--- src/rtl/cts_pkg.sv ---
// Shared types, token kind codes and the keyword table of the token scanner.
package cts_pkg;

  localparam int unsigned KwChars   = 8;
  localparam int unsigned KwCount   = 12;
  localparam int unsigned QueueDepth = 4;

  localparam logic [5:0] KindEnd    = 6'd0;
  localparam logic [5:0] KindDiv    = 6'd1;
  localparam logic [5:0] KindAssign = 6'd2;
  localparam logic [5:0] KindEq     = 6'd3;
  localparam logic [5:0] KindAdd    = 6'd4;
  localparam logic [5:0] KindSub    = 6'd5;
  localparam logic [5:0] KindNot    = 6'd6;
  localparam logic [5:0] KindNe     = 6'd7;
  localparam logic [5:0] KindLt     = 6'd8;
  localparam logic [5:0] KindLe     = 6'd9;
  localparam logic [5:0] KindShl    = 6'd10;
  localparam logic [5:0] KindGt     = 6'd11;
  localparam logic [5:0] KindGe     = 6'd12;
  localparam logic [5:0] KindShr    = 6'd13;
  localparam logic [5:0] KindBor    = 6'd14;
  localparam logic [5:0] KindLor    = 6'd15;
  localparam logic [5:0] KindBand   = 6'd16;
  localparam logic [5:0] KindLand   = 6'd17;
  localparam logic [5:0] KindXor    = 6'd18;
  localparam logic [5:0] KindMod    = 6'd19;
  localparam logic [5:0] KindMul    = 6'd20;
  localparam logic [5:0] KindLpar   = 6'd21;
  localparam logic [5:0] KindRpar   = 6'd22;
  localparam logic [5:0] KindLbrk   = 6'd23;
  localparam logic [5:0] KindRbrk   = 6'd24;
  localparam logic [5:0] KindLbrc   = 6'd25;
  localparam logic [5:0] KindRbrc   = 6'd26;
  localparam logic [5:0] KindBnot   = 6'd27;
  localparam logic [5:0] KindSemi   = 6'd28;
  localparam logic [5:0] KindColon  = 6'd29;
  localparam logic [5:0] KindComma  = 6'd30;
  localparam logic [5:0] KindKw0    = 6'd31;
  localparam logic [5:0] KindIdent  = 6'd43;
  localparam logic [5:0] KindNumber = 6'd44;

  typedef enum logic [16:0] {
    ModeIdle      = 17'h00001,
    ModeSlash     = 17'h00002,
    ModeLine      = 17'h00004,
    ModeBlock     = 17'h00008,
    ModeBlockStar = 17'h00010,
    ModeEq        = 17'h00020,
    ModeBang      = 17'h00040,
    ModeLt        = 17'h00080,
    ModeGt        = 17'h00100,
    ModeBar       = 17'h00200,
    ModeAmp       = 17'h00400,
    ModeIdent     = 17'h00800,
    ModeZero      = 17'h01000,
    ModeDec       = 17'h02000,
    ModeHex       = 17'h04000,
    ModeBin       = 17'h08000,
    ModeOct       = 17'h10000
  } scan_mode_e;

  // One token as it travels from the front end to the output stage.
  typedef struct packed {
    logic [5:0]               kind;
    logic                     is_name;
    logic [KwChars-1:0][7:0]  prefix;
    logic [31:0]              value;
    logic [15:0]              start;
    logic [15:0]              len;
    logic [15:0]              row;
    logic [15:0]              col;
    logic                     last;
  } tok_rec_t;

  typedef struct packed {
    logic [1:0] count;
    tok_rec_t   rec0;
    tok_rec_t   rec1;
  } tok_push_t;

  localparam logic [KwCount-1:0][63:0] KwText = {
    64'("get"), 64'("print"), 64'("return"), 64'("continue"),
    64'("break"), 64'("int"), 64'("for"), 64'("while"),
    64'("do"), 64'("case"), 64'("else"), 64'("if")
  };
  localparam logic [KwCount-1:0][3:0] KwLen = {
    4'd3, 4'd5, 4'd6, 4'd8, 4'd5, 4'd3, 4'd3, 4'd5, 4'd2, 4'd4, 4'd4, 4'd2
  };

  // Keyword kind for a name, or the identifier kind when nothing matches.
  function automatic logic [5:0] name_kind(logic [KwChars-1:0][7:0] pfx,
                                           logic [15:0] len);
    logic [5:0] k;
    logic       hit;
    logic [7:0] exp_ch;
    k = KindIdent;
    for (int i = KwCount - 1; i >= 0; i--) begin
      hit = (len == 16'(KwLen[i]));
      for (int j = 0; j < KwChars; j++) begin
        if (j < int'(KwLen[i])) begin
          exp_ch = KwText[i][8*(int'(KwLen[i]) - 1 - j) +: 8];
        end else begin
          exp_ch = 8'd0;
        end
        hit = hit && (pfx[j] == exp_ch);
      end
      if (hit) begin
        k = KindKw0 + 6'(i);
      end
    end
    return k;
  endfunction

endpackage

--- src/rtl/cts_if.sv ---
// Handshake interfaces for source bytes and token beats.
interface cts_byte_if;
  logic       valid;
  logic       ready;
  logic [7:0] source_byte;
  modport source(output valid, output source_byte, input ready);
  modport sink(input valid, input source_byte, output ready);
endinterface

interface cts_tok_if;
  logic        valid;
  logic        ready;
  logic [5:0]  token_kind;
  logic [31:0] number_value;
  logic [15:0] ident_start;
  logic [15:0] ident_length;
  logic [15:0] token_row;
  logic [15:0] token_col;
  logic        last_of_run;
  modport source(output valid, output token_kind, output number_value,
                 output ident_start, output ident_length, output token_row,
                 output token_col, output last_of_run, input ready);
  modport sink(input valid, input token_kind, input number_value,
               input ident_start, input ident_length, input token_row,
               input token_col, input last_of_run, output ready);
endinterface

--- src/rtl/cts_front.sv ---
// Front end: per-byte scan state machine that produces up to two token records.
module cts_front #(
  parameter int unsigned SOURCE_BYTES = 65536
) (
  input  logic                clk_i,
  input  logic                rst_ni,
  input  logic                accept_i,
  input  logic [7:0]          byte_i,
  output cts_pkg::tok_push_t  push_o
);
  import cts_pkg::*;

  localparam logic [15:0] OffCap =
    (SOURCE_BYTES - 1 < 65535) ? 16'(SOURCE_BYTES - 1) : 16'hFFFF;

  scan_mode_e              mode_q, mode_d;
  logic [31:0]             acc_q, acc_d;
  logic [KwChars-1:0][7:0] pfx_q, pfx_d;
  logic [15:0]             nlen_q, nlen_d, nstart_q, nstart_d, off_q, off_d;
  logic [15:0]             row_q, row_d, col_q, col_d, srow_q, srow_d, scol_q, scol_d;

  logic     cons, restart, c_emit, s_emit;
  tok_rec_t c_rec, s_rec;
  logic     is_alpha, is_digit, is_hex;
  logic [7:0] c;

  function automatic tok_rec_t mk(logic [5:0] k, logic [15:0] r, logic [15:0] cl);
    tok_rec_t t;
    t = '0;
    t.kind = k;
    t.row  = r;
    t.col  = cl;
    return t;
  endfunction

  always_comb begin
    c = byte_i;
    is_alpha = (c >= "a" && c <= "z") || (c >= "A" && c <= "Z") || c == "_";
    is_digit = (c >= "0" && c <= "9");
    is_hex   = is_digit || (c >= "a" && c <= "f") || (c >= "A" && c <= "F");
  end

  always_comb begin
    mode_d = ModeIdle;
    acc_d = acc_q; pfx_d = pfx_q; nlen_d = nlen_q; nstart_d = nstart_q;
    off_d = off_q; row_d = row_q; col_d = col_q; srow_d = srow_q; scol_d = scol_q;
    cons = 1'b1; restart = 1'b0;
    c_emit = 1'b0; s_emit = 1'b0;
    c_rec = mk(KindNumber, srow_q, scol_q);
    c_rec.value = acc_q;
    s_rec = mk(KindEnd, row_q, col_q);

    unique case (mode_q)
      ModeIdle: cons = 1'b0;
      ModeSlash: begin
        if (c == "/") begin
          mode_d = ModeLine;
        end else if (c == "*") begin
          mode_d = ModeBlock;
        end else begin
          c_emit = 1'b1; c_rec = mk(KindDiv, srow_q, scol_q); cons = 1'b0;
        end
      end
      ModeLine: begin
        if (c == 8'd0 || c == 8'h0A) begin
          cons = 1'b0;
        end else begin
          mode_d = ModeLine;
        end
      end
      ModeBlock, ModeBlockStar: begin
        if (c == 8'd0) begin
          cons = 1'b0;
        end else if (c == "*") begin
          mode_d = ModeBlockStar;
        end else if (c == "/" && mode_q == ModeBlockStar) begin
          mode_d = ModeIdle;
        end else begin
          mode_d = ModeBlock;
        end
      end
      ModeEq: begin
        c_emit = 1'b1;
        if (c == "=") begin
          c_rec = mk(KindEq, srow_q, scol_q);
        end else begin
          c_rec = mk(KindAssign, srow_q, scol_q); cons = 1'b0;
        end
      end
      ModeBang: begin
        c_emit = 1'b1;
        if (c == "=") begin
          c_rec = mk(KindNe, srow_q, scol_q);
        end else begin
          c_rec = mk(KindNot, srow_q, scol_q); cons = 1'b0;
        end
      end
      ModeLt: begin
        c_emit = 1'b1;
        if (c == "=") begin
          c_rec = mk(KindLe, srow_q, scol_q);
        end else if (c == "<") begin
          c_rec = mk(KindShl, srow_q, scol_q);
        end else begin
          c_rec = mk(KindLt, srow_q, scol_q); cons = 1'b0;
        end
      end
      ModeGt: begin
        c_emit = 1'b1;
        if (c == "=") begin
          c_rec = mk(KindGe, srow_q, scol_q);
        end else if (c == ">") begin
          c_rec = mk(KindShr, srow_q, scol_q);
        end else begin
          c_rec = mk(KindGt, srow_q, scol_q); cons = 1'b0;
        end
      end
      ModeBar: begin
        c_emit = 1'b1;
        if (c == "|") begin
          c_rec = mk(KindLor, srow_q, scol_q);
        end else begin
          c_rec = mk(KindBor, srow_q, scol_q); cons = 1'b0;
        end
      end
      ModeAmp: begin
        c_emit = 1'b1;
        if (c == "&") begin
          c_rec = mk(KindLand, srow_q, scol_q);
        end else begin
          c_rec = mk(KindBand, srow_q, scol_q); cons = 1'b0;
        end
      end
      ModeIdent: begin
        if (is_alpha || is_digit) begin
          if (nlen_q < 16'(KwChars)) begin
            pfx_d[nlen_q[$clog2(KwChars)-1:0]] = c;
          end
          if (nlen_q != 16'hFFFF) begin
            nlen_d = nlen_q + 16'd1;
          end
          mode_d = ModeIdent;
        end else begin
          c_emit = 1'b1; cons = 1'b0;
          c_rec = mk(KindIdent, srow_q, scol_q);
          c_rec.is_name = 1'b1;
          c_rec.prefix  = pfx_q;
          c_rec.start   = nstart_q;
          c_rec.len     = nlen_q;
        end
      end
      ModeDec: begin
        if (is_digit) begin
          acc_d = (acc_q << 3) + (acc_q << 1) + 32'(c - "0");
          mode_d = ModeDec;
        end else begin
          c_emit = 1'b1; cons = 1'b0;
        end
      end
      ModeHex: begin
        if (is_hex) begin
          acc_d = {acc_q[27:0], (c <= "9") ? 4'(c - "0") : 4'((c | 8'h20) - "a" + 8'd10)};
          mode_d = ModeHex;
        end else begin
          c_emit = 1'b1; cons = 1'b0;
        end
      end
      ModeBin: begin
        if (c == "0" || c == "1") begin
          acc_d = {acc_q[30:0], c[0]};
          mode_d = ModeBin;
        end else begin
          c_emit = 1'b1; cons = 1'b0;
        end
      end
      ModeZero, ModeOct: begin
        if (mode_q == ModeZero && (c == "x" || c == "X")) begin
          mode_d = ModeHex;
        end else if (mode_q == ModeZero && (c == "b" || c == "B")) begin
          mode_d = ModeBin;
        end else if (c >= "0" && c <= "7") begin
          acc_d = {acc_q[28:0], c[2:0]};
          mode_d = ModeOct;
        end else begin
          c_emit = 1'b1; cons = 1'b0;
        end
      end
      default: cons = 1'b0;
    endcase

    if (!cons) begin
      srow_d = row_q;
      scol_d = col_q;
      case (c)
        8'd0: begin
          s_emit = 1'b1; s_rec = mk(KindEnd, row_q, col_q); restart = 1'b1;
        end
        "/": mode_d = ModeSlash;
        "=": mode_d = ModeEq;
        "!": mode_d = ModeBang;
        "<": mode_d = ModeLt;
        ">": mode_d = ModeGt;
        "|": mode_d = ModeBar;
        "&": mode_d = ModeAmp;
        "+": begin s_emit = 1'b1; s_rec = mk(KindAdd, row_q, col_q); end
        "-": begin s_emit = 1'b1; s_rec = mk(KindSub, row_q, col_q); end
        "^": begin s_emit = 1'b1; s_rec = mk(KindXor, row_q, col_q); end
        "%": begin s_emit = 1'b1; s_rec = mk(KindMod, row_q, col_q); end
        "*": begin s_emit = 1'b1; s_rec = mk(KindMul, row_q, col_q); end
        "(": begin s_emit = 1'b1; s_rec = mk(KindLpar, row_q, col_q); end
        ")": begin s_emit = 1'b1; s_rec = mk(KindRpar, row_q, col_q); end
        "[": begin s_emit = 1'b1; s_rec = mk(KindLbrk, row_q, col_q); end
        "]": begin s_emit = 1'b1; s_rec = mk(KindRbrk, row_q, col_q); end
        "{": begin s_emit = 1'b1; s_rec = mk(KindLbrc, row_q, col_q); end
        "}": begin s_emit = 1'b1; s_rec = mk(KindRbrc, row_q, col_q); end
        "~": begin s_emit = 1'b1; s_rec = mk(KindBnot, row_q, col_q); end
        ";": begin s_emit = 1'b1; s_rec = mk(KindSemi, row_q, col_q); end
        ":": begin s_emit = 1'b1; s_rec = mk(KindColon, row_q, col_q); end
        ",": begin s_emit = 1'b1; s_rec = mk(KindComma, row_q, col_q); end
        default: begin
          if (is_alpha) begin
            pfx_d = '0;
            pfx_d[0] = c;
            nlen_d = 16'd1;
            nstart_d = off_q;
            mode_d = ModeIdent;
          end else if (is_digit) begin
            acc_d = 32'(c - "0");
            mode_d = (c == "0") ? ModeZero : ModeDec;
          end
        end
      endcase
    end

    if (restart) begin
      mode_d = ModeIdle; acc_d = '0; pfx_d = '0; nlen_d = '0; nstart_d = '0;
      off_d = '0; row_d = 16'd1; col_d = '0; srow_d = 16'd1; scol_d = '0;
    end else begin
      if (c == 8'h0A) begin
        if (row_q != 16'hFFFF) begin
          row_d = row_q + 16'd1;
        end
        col_d = '0;
      end else if (col_q != 16'hFFFF) begin
        col_d = col_q + 16'd1;
      end
      if (off_q < OffCap) begin
        off_d = off_q + 16'd1;
      end
    end
  end

  always_comb begin
    push_o = '0;
    if (accept_i) begin
      push_o.count = {1'b0, c_emit} + {1'b0, s_emit};
    end
    push_o.rec0 = c_emit ? c_rec : s_rec;
    push_o.rec1 = s_rec;
    if (c_emit && s_emit) begin
      push_o.rec1.last = 1'b1;
    end else begin
      push_o.rec0.last = 1'b1;
    end
  end

  always_ff @(posedge clk_i or negedge rst_ni) begin
    if (!rst_ni) begin
      mode_q <= ModeIdle; acc_q <= '0; pfx_q <= '0; nlen_q <= '0; nstart_q <= '0;
      off_q <= '0; row_q <= 16'd1; col_q <= '0; srow_q <= 16'd1; scol_q <= '0;
    end else if (accept_i) begin
      mode_q <= mode_d; acc_q <= acc_d; pfx_q <= pfx_d; nlen_q <= nlen_d;
      nstart_q <= nstart_d; off_q <= off_d; row_q <= row_d; col_q <= col_d;
      srow_q <= srow_d; scol_q <= scol_d;
    end
  end

endmodule

--- src/rtl/cts_queue.sv ---
// Short token queue: takes up to two records per cycle, gives one.
module cts_queue (
  input  logic                clk_i,
  input  logic                rst_ni,
  input  cts_pkg::tok_push_t  push_i,
  input  logic                pop_i,
  output logic                has_room_o,
  output logic                not_empty_o,
  output cts_pkg::tok_rec_t   head_o
);
  import cts_pkg::*;

  localparam int unsigned PtrW = $clog2(QueueDepth);

  tok_rec_t          mem_q [QueueDepth];
  logic [PtrW-1:0]   wp_q, rp_q;
  logic [PtrW:0]     cnt_q;

  assign has_room_o  = cnt_q <= (PtrW + 1)'(QueueDepth - 2);
  assign not_empty_o = cnt_q != '0;
  assign head_o      = mem_q[rp_q];

  always_ff @(posedge clk_i) begin
    if (push_i.count != 2'd0) begin
      mem_q[wp_q] <= push_i.rec0;
    end
    if (push_i.count == 2'd2) begin
      mem_q[wp_q + PtrW'(1)] <= push_i.rec1;
    end
  end

  always_ff @(posedge clk_i or negedge rst_ni) begin
    if (!rst_ni) begin
      wp_q <= '0; rp_q <= '0; cnt_q <= '0;
    end else begin
      wp_q  <= wp_q + PtrW'(push_i.count);
      rp_q  <= rp_q + PtrW'(pop_i);
      cnt_q <= cnt_q + (PtrW + 1)'(push_i.count) - (PtrW + 1)'(pop_i);
    end
  end

endmodule

--- src/rtl/cts_back.sv ---
// Back end: keyword lookup on names and the registered output beat.
module cts_back (
  input  logic               clk_i,
  input  logic               rst_ni,
  input  logic               not_empty_i,
  input  cts_pkg::tok_rec_t  head_i,
  output logic               pop_o,
  cts_tok_if.source          tok_o
);
  import cts_pkg::*;

  logic        valid_q;
  logic [5:0]  kind_q, kind_d;
  logic [31:0] value_q;
  logic [15:0] start_q, len_q, row_q, col_q;
  logic        last_q;

  assign pop_o = not_empty_i && (!valid_q || tok_o.ready);

  always_comb begin
    kind_d = head_i.kind;
    if (head_i.is_name) begin
      kind_d = name_kind(head_i.prefix, head_i.len);
    end
  end

  always_ff @(posedge clk_i or negedge rst_ni) begin
    if (!rst_ni) begin
      valid_q <= 1'b0;
    end else if (!valid_q || tok_o.ready) begin
      valid_q <= not_empty_i;
    end
  end

  always_ff @(posedge clk_i) begin
    if (pop_o) begin
      kind_q  <= kind_d;
      value_q <= head_i.value;
      start_q <= (kind_d == KindIdent) ? head_i.start : '0;
      len_q   <= (kind_d == KindIdent) ? head_i.len : '0;
      row_q   <= head_i.row;
      col_q   <= head_i.col;
      last_q  <= head_i.last;
    end
  end

  assign tok_o.valid        = valid_q;
  assign tok_o.token_kind   = kind_q;
  assign tok_o.number_value = value_q;
  assign tok_o.ident_start  = start_q;
  assign tok_o.ident_length = len_q;
  assign tok_o.token_row    = row_q;
  assign tok_o.token_col    = col_q;
  assign tok_o.last_of_run  = last_q;

endmodule

--- src/rtl/c_like_token_scanner_core.sv ---
// Top level of the C-like token scanner.
// The scanner takes one source byte per beat and can accept a byte in every
// cycle: the front end classifies the byte in the cycle it arrives and writes
// the zero, one or two tokens it finishes into a four-entry queue, and the back
// end resolves keywords and, while the sink is ready, presents one token beat
// per cycle from an output register. A token passes the queue and the output
// register before it appears. Input ready drops only while the queue holds
// more than two tokens, so the sustained input rate is one byte per cycle as
// long as the sink takes tokens at least as fast as they are made; the two
// tokens of one byte reach the sink one at a time. A zero byte ends a source,
// emits any pending token and then an end token, and resets row, column and
// byte offset for the next source. There is no clearing pass after reset.
module c_like_token_scanner_core #(
  parameter int unsigned SOURCE_BYTES = 65536
) (
  input  logic       clk_i,
  input  logic       rst_ni,
  cts_byte_if.sink   src_i,
  cts_tok_if.source  tok_o
);
  import cts_pkg::*;

  tok_push_t push;
  tok_rec_t  head;
  logic      has_room, not_empty, pop, accept;

  // A byte is taken when the queue can absorb the two tokens it may cause.
  assign src_i.ready = has_room;
  assign accept      = src_i.valid && has_room;

  cts_front #(.SOURCE_BYTES(SOURCE_BYTES)) u_front (
    .clk_i, .rst_ni, .accept_i(accept), .byte_i(src_i.source_byte), .push_o(push)
  );

  cts_queue u_queue (
    .clk_i, .rst_ni, .push_i(push), .pop_i(pop), .has_room_o(has_room),
    .not_empty_o(not_empty), .head_o(head)
  );

  cts_back u_back (
    .clk_i, .rst_ni, .not_empty_i(not_empty), .head_i(head), .pop_o(pop), .tok_o(tok_o)
  );

endmodule

--- src/flat_wrapper.sv ---
// flat-port wrapper written by rule: the top's interface ports become plain ports
module c_like_token_scanner_core_flat import cts_pkg::*;
#(
  parameter int unsigned SOURCE_BYTES = 65536
)
  (clk_i, rst_ni, src_i_valid, src_i_source_byte, src_i_ready, tok_o_valid, tok_o_token_kind, tok_o_number_value, tok_o_ident_start, tok_o_ident_length, tok_o_token_row, tok_o_token_col, tok_o_last_of_run, tok_o_ready);
  cts_byte_if src_i_i ();
  cts_tok_if tok_o_i ();
  input  logic clk_i;
  input  logic rst_ni;
  input wire logic [$bits(src_i_i.valid)-1:0] src_i_valid;
  input wire logic [$bits(src_i_i.source_byte)-1:0] src_i_source_byte;
  output wire logic [$bits(src_i_i.ready)-1:0] src_i_ready;
  output wire logic [$bits(tok_o_i.valid)-1:0] tok_o_valid;
  output wire logic [$bits(tok_o_i.token_kind)-1:0] tok_o_token_kind;
  output wire logic [$bits(tok_o_i.number_value)-1:0] tok_o_number_value;
  output wire logic [$bits(tok_o_i.ident_start)-1:0] tok_o_ident_start;
  output wire logic [$bits(tok_o_i.ident_length)-1:0] tok_o_ident_length;
  output wire logic [$bits(tok_o_i.token_row)-1:0] tok_o_token_row;
  output wire logic [$bits(tok_o_i.token_col)-1:0] tok_o_token_col;
  output wire logic [$bits(tok_o_i.last_of_run)-1:0] tok_o_last_of_run;
  input wire logic [$bits(tok_o_i.ready)-1:0] tok_o_ready;
  assign src_i_i.valid = src_i_valid;
  assign src_i_i.source_byte = src_i_source_byte;
  assign src_i_ready = src_i_i.ready;
  assign tok_o_valid = tok_o_i.valid;
  assign tok_o_token_kind = tok_o_i.token_kind;
  assign tok_o_number_value = tok_o_i.number_value;
  assign tok_o_ident_start = tok_o_i.ident_start;
  assign tok_o_ident_length = tok_o_i.ident_length;
  assign tok_o_token_row = tok_o_i.token_row;
  assign tok_o_token_col = tok_o_i.token_col;
  assign tok_o_last_of_run = tok_o_i.last_of_run;
  assign tok_o_i.ready = tok_o_ready;
  c_like_token_scanner_core #(.SOURCE_BYTES(SOURCE_BYTES)) u_core (.clk_i(clk_i), .rst_ni(rst_ni), .src_i(src_i_i), .tok_o(tok_o_i));
endmodule
--- config.mk ---
export PLATFORM = sky130hd
export DESIGN_NAME = c_like_token_scanner_core_flat
export DESIGN_NICKNAME = d
export VERILOG_FILES = /design/src/rtl/cts_pkg.sv /design/src/rtl/cts_if.sv /design/src/rtl/cts_front.sv /design/src/rtl/cts_queue.sv /design/src/rtl/cts_back.sv /design/src/rtl/c_like_token_scanner_core.sv /design/src/flat_wrapper.sv
export SDC_FILE = /design/constraint.sdc
export NUM_CORES = 2
export LEC_CHECK = 0
export BUFFER_PORTS_ARGS = -buffer_cell sky130_fd_sc_hd__clkbuf_2
export CAP_MARGIN = 20
export CORE_ASPECT_RATIO = 1.4
export CORE_UTILIZATION = 60
export CTS_CLUSTER_SIZE = 30
export DETAILED_ROUTE_END_ITERATION = 8
export MAX_ROUTING_LAYER = met4
export PLACE_DENSITY = 0.85
export SLEW_MARGIN = 20
export SYNTH_ARGS = -nofsm -noshare
export SYNTH_HDL_FRONTEND = slang
export SYNTH_HIERARCHICAL = 1
export SYNTH_SLANG_ARGS = --single-unit
--- constraint.sdc ---
create_clock -name clk_i -period 37.2 [get_ports clk_i]
set_input_delay 3.72 -clock clk_i [delete_from_list [all_inputs] [get_ports clk_i]]
set_output_delay 3.72 -clock clk_i [all_outputs]
set_load 0.1 [all_outputs]
# Word level (Yosys, flattened, before mapping)
# Memory sizes are Yosys's and may differ from the RTL's.
# Index checks and enable logic that the tools add are counted.
# totals
reg_bits	336
ramBits	672
in_bits	12
output_inout_bits	105
word_cells	455
mem_count	1
# op_classes
add_sub_neg	16
magnitude_cmp	14
eq_ne	103
mux	154
n_reduce_logical	139
# memory_table
name	words	width	read_ports	rd_ports_with_merged_regs	write_ports	line_no	text
u_core.u_queue.mem_q	4	168	1	0	2	cts_queue.sv:15	tok_rec_t mem_q [QueueDepth];
# op_table
cell	n
167-bit one-hot mux with 15 select lines	1
168-bit one-hot mux with 8 select lines	1
163-bit two-way mux	4
168-bit two-way mux	3
165-bit two-way mux	3
64-bit two-way mux	7
16-bit two-way mux	24
8-bit equality test	44
32-bit two-way mux	11
164-bit two-way mux	2
17-bit one-hot mux with 8 select lines	2
8-bit two-way mux	21
167-bit two-way mux	1
8-bit by 6-bit equality test with 1-bit output, second input constant	17
32-bit one-hot mux with 4 select lines	1
17-bit two-way mux	7
1-bit logical AND	109
8-bit by 7-bit equality test with 1-bit output, second input constant	12
6-bit two-way mux	12
16-bit by 1-bit adder with 16-bit output, second input constant	4
32-bit adder	2
64-bit bitwise mux	1
16-bit by 3-bit equality test with 1-bit output, second input constant	3
16-bit != test, second input constant	3
other kinds (63)	131

# Logic depth before layout (Yosys ltp)
# An unclocked memory read counts as a cell.
# logic_depth
depth_word	25
depth_mapped	21
mapped_depth_nobuf	17

# Hierarchy
# Netlist, hierarchy kept.
# modules_own_cells
mod	instances	cells_each	area_per_inst_um2	seq_area_each_um2
cts_queue	1	1664	32658.8	20354.5
cts_front	1	1986	16726.0	5634.2
cts_back	1	335	4489.3	3118.0
c_like_token_scanner_core	1	1	6.3	0.0

# Worst setup path before layout
# OpenSTA, ideal clock, no wires.
# synth_timing
kind	in2reg
from	input src_i_source_byte[0]
to	memory u_core/u_queue/mem_q[0][0] (netlist name) (enable)
setup_time_ns	0.942
arrival_time_ns	19.378
required_ns	36.258
path_slack_ns	16.881
cell_stages	17
n_path_buf	3
cell_sequence	clkbuf_1 inv_1 ha_1 o21ba_2 o21bai_1 nor3_1 a2111oi_4 nand4b_4 a2111o_1 buf_2 nor2_1 ha_1 inv_1 nor2_1 buf_2 nor2_1 o31ai_1
# synth_lines
item	line_no	text
start: declaration	flat_wrapper.sv:12	input wire logic [$bits(src_i_i.source_byte)-1:0] src_i_source_byte;
end: declaration	cts_queue.sv:15	

==> out/metrics.yaml <==
status: "complete, no violations"
tightest_slew_ns: 1.31
holdPathStages: 2
crit_buf_inv: 6
start_util: 0.608
cp_cell_sequence: "clkbuf_2 > inv_1 > ha_1 > o21ba_2 > o21bai_1 > o221ai_2 > a2111oi_4 > nand4b_4 > a2111o_1 > nor2_1 > ha_1 > inv_1 > nor2_1 > nor4b_4 > buf_4 > buf_4 > buf_4 > mux2_1"
async_flop_share: 0.231
irDropWorstVdd_uv: 74.3
hp-class: "reg2reg"
cpPeakStageDelay_ns: 0.84
io_pins: 117
cts_buffers: 93
cpMaxStageDelayCell: "buf_4"
grt-ovfl-total: 0
end_kind: "flip-flop"
drcViolationCount: 0
fmax_ghz: 0.0858
layout_min_cycle_time_ns: 11.66
leakage_nw: 21.8
timing.final.ws_setup_ns: 25.54
routed_wl_um: 131000
place.gp.congestion: 0.969
final_cell_mix: "775 x edfxtp_1, 547 x mux2_2, 349 x nand2_1"
critPathLaunchType: "primary input"
fp.dieW_um: 255
post_cts_resized: 0
power_w: 0.00384
area_delta_synth_final_pct: 7.64
die_h_um: 357
cts_root_buffer: "clkbuf_16"
antenna_found_initial: 7
synth_area_leaders: "edfxtp_1 43%, mux2_2 11%, dfrtp_1 11%"
maxSlewViolCount: 0
rrSetupSlack_ns: 29.38
critPathKind: "in2reg"
postCtsSetupRepairBufs: 0
fin_crit_sh: 0.313
coreArea_mm2: 0.0886
drive_gt1_frac: 0.271
cts-hold-fix-buffers: 0
num_vias: 34431
viasPerCell: 6.52
synth.distinct_cells: 101
yosysWarnings: 6
cts.sinks: 1008
critPathTopFamily: "buffers and inverters"
first_pass_iters: 6
synth.ff_latch_count: 1008
p_per_area_mw_per_mm2: 66.2
hold_viol_final: 0
yosysTopAreaCellShare: 0.432
crit_fanout: 57
fin_worst_skew_ns: 0.0317
synth_edf_count: 775
drt_iter0_drc: 3224
clk-insertion-delay-late_ns: 0.70
pre_cts_slack_ns: 25.09
h-tree-depth: 3
netlist_area_mm2: 0.0539
cts_tree: "done"
io_buffers: 116
slew_headroom: 0.127
hold_path.startpoint: "u_core/u_front/nstart_q[0]"
hold_end: "u_core/u_front/nstart_q[0]"
finalSetupViolations: 0
worstRegToRegCells: 13
row_count: 129
ys_seq_area_frac: 0.540
grt_pass1_wl_um: 205000
arrival_ns: 12.09
crit_top_cell: "buf_4"
syn_inst: 3986
syn_avg_cell_area_um2: 13.5
r2r-end: "u_core/u_queue/mem_q[3][79]"
cap_viol_max_count: 0
cts_buffer_depth: 3
clk_pin_slew_worst_paths_ns: 0.06
final_util: 0.655
track_usage: 0.303
cp.required_ns: 37.63
synth_top_area_cell: "edfxtp_1"
grt_pass1_vias: 35562
final_common_cell: "edfxtp_1"
detail-route-antenna-nets: 0
nets: 4106
rsz0062_at_grt: "no"
r2r-start: "u_core/u_front/mode_q[10]"
dp_hpwl_um: 81800
post_drt_wl_per_cell_um: 24.9
worst_hold_slack_ns: 0.460
ys.flop_type: "edfxtp_1"
die_area_mm2: 0.0910
tns_ns: 0
grt_max_degree: 136
-- tightest hold or removal path: stages, from the launching register on --
cell and delay [ns]:
dfrtp_1 0.34, nand2_1 0.05, nand2_1 0.05
-- Yosys cell counts (all sizes together), types with 11 or more instances --
| library cell | instances |
|---|---|
| o211ai | 30 |
| nand2b | 21 |
| nor4 | 39 |
| a22o | 79 |
| and2 | 122 |
| a222oi | 23 |
| nor4bb | 12 |
| a21oi | 73 |
| o21ai | 111 |
| edfxtp | 775 |
| or3 | 20 |
| nand3 | 86 |
| nor2b | 46 |
| nor2 | 180 |
| fa | 30 |
| xor2 | 33 |
| o31ai | 17 |
| nor3 | 41 |
| nand4 | 55 |
| a31oi | 22 |
| xnor2 | 32 |
| nand2 | 351 |
| buf | 265 |
| inv | 49 |
| and3 | 27 |
| clkbuf | 105 |
| ha | 51 |
| a211oi | 11 |
| mux2 | 676 |
| dfrtp | 230 |
| a21o | 27 |
| mux4 | 168 |
-- metal layers --
layer / up-vias / wire length [µm] / GRT usage
met5: - / 0 / -
met3: 406 / 9260 / 0.0444
met1: 17317 / 48700 / 0.360
met2: 1598 / 66800 / 0.505
li1: 15110 / - / -
met4: 0 / 6700 / 0.148
-- cell families after synthesis --
group	count (synthesis)	share of synthesized area
adder cells (fa/ha/maj)	81	0.0230
flip-flops	1008	0.540
AND/OR/NAND/NOR	1065	0.102
XOR/XNOR	65	0.0106
other	1	0.0000696
AO/OA/AOI/OAI	501	0.0681
multiplexers	846	0.212
buffers and inverters	419	0.0445
-- how the worst max path moves through the flow --
stage	startpoint	slack [ns]	end	depth (start not counted)
final	src_i_source_byte[1]	25.54	u_core/u_queue/mem_q[1][96]	18
after global routing	src_i_source_byte[1]	25.06	u_core/u_queue/mem_q[1][91]	18
after CTS	src_i_source_byte[1]	25.75	u_core/u_queue/mem_q[1][91]	18
after detailed placement	src_i_source_byte[1]	25.09	u_core/u_queue/mem_q[1][77]	18
after global placement	src_i_source_byte[1]	25.24	u_core/u_queue/mem_q[1][61]	18
after floorplan	src_i_source_byte[0]	16.88	u_core/u_queue/mem_q[0][0]	17
-- flip-flops by register name, summed over array words and instances (netlist names), 3 cells and up --
| signal | count |
|---|---|
| u_core/u_back/tok_o.token_row | 16 |
| u_core/u_back/tok_o.token_col | 16 |
| u_core/u_queue/mem_q | 672 |
| u_core/u_front/col_q | 16 |
| u_core/u_back/tok_o.number_value | 32 |
| u_core/u_queue/cnt_q | 3 |
| u_core/u_front/pfx_q | 64 |
| u_core/u_front/row_q | 16 |
| u_core/u_front/off_q | 16 |
| u_core/u_back/tok_o.ident_start | 16 |
| u_core/u_front/scol_q | 16 |
| u_core/u_front/nstart_q | 16 |
| u_core/u_front/srow_q | 16 |
| u_core/u_front/mode_q | 17 |
| u_core/u_back/tok_o.ident_length | 16 |
| u_core/u_back/tok_o.token_kind | 6 |
| u_core/u_front/acc_q | 32 |
| u_core/u_front/nlen_q | 16 |
-- through the flow --
step                cells  area, µm²
finish               5279      58000
global placement     5096      54800
CTS                  5272      58000
global route         5279      58000
detailed placement   5097      54800
floorplan            4115      54400
-- power breakdown --
group	internal, W	switching, W
Clock	0.000555	0.000427
Sequential	0.00139	0.000103
Combinational	0.000394	0.000965
-- final cells by class --
type | instances | area [µm²]
Sequential cell | 1008 | 29100
Antenna cell | 7 | 17.5
Clock buffer | 128 | 2670
Timing Repair Buffer | 173 | 1070
Tap cell | 1179 | 1480
Multi-Input combinational cell | 2688 | 23000
Inverter | 49 | 184
Clock inverter | 47 | 489
Fill cell | 6063 | 30600
No activity file was read; power rests on OpenSTA's default activity.
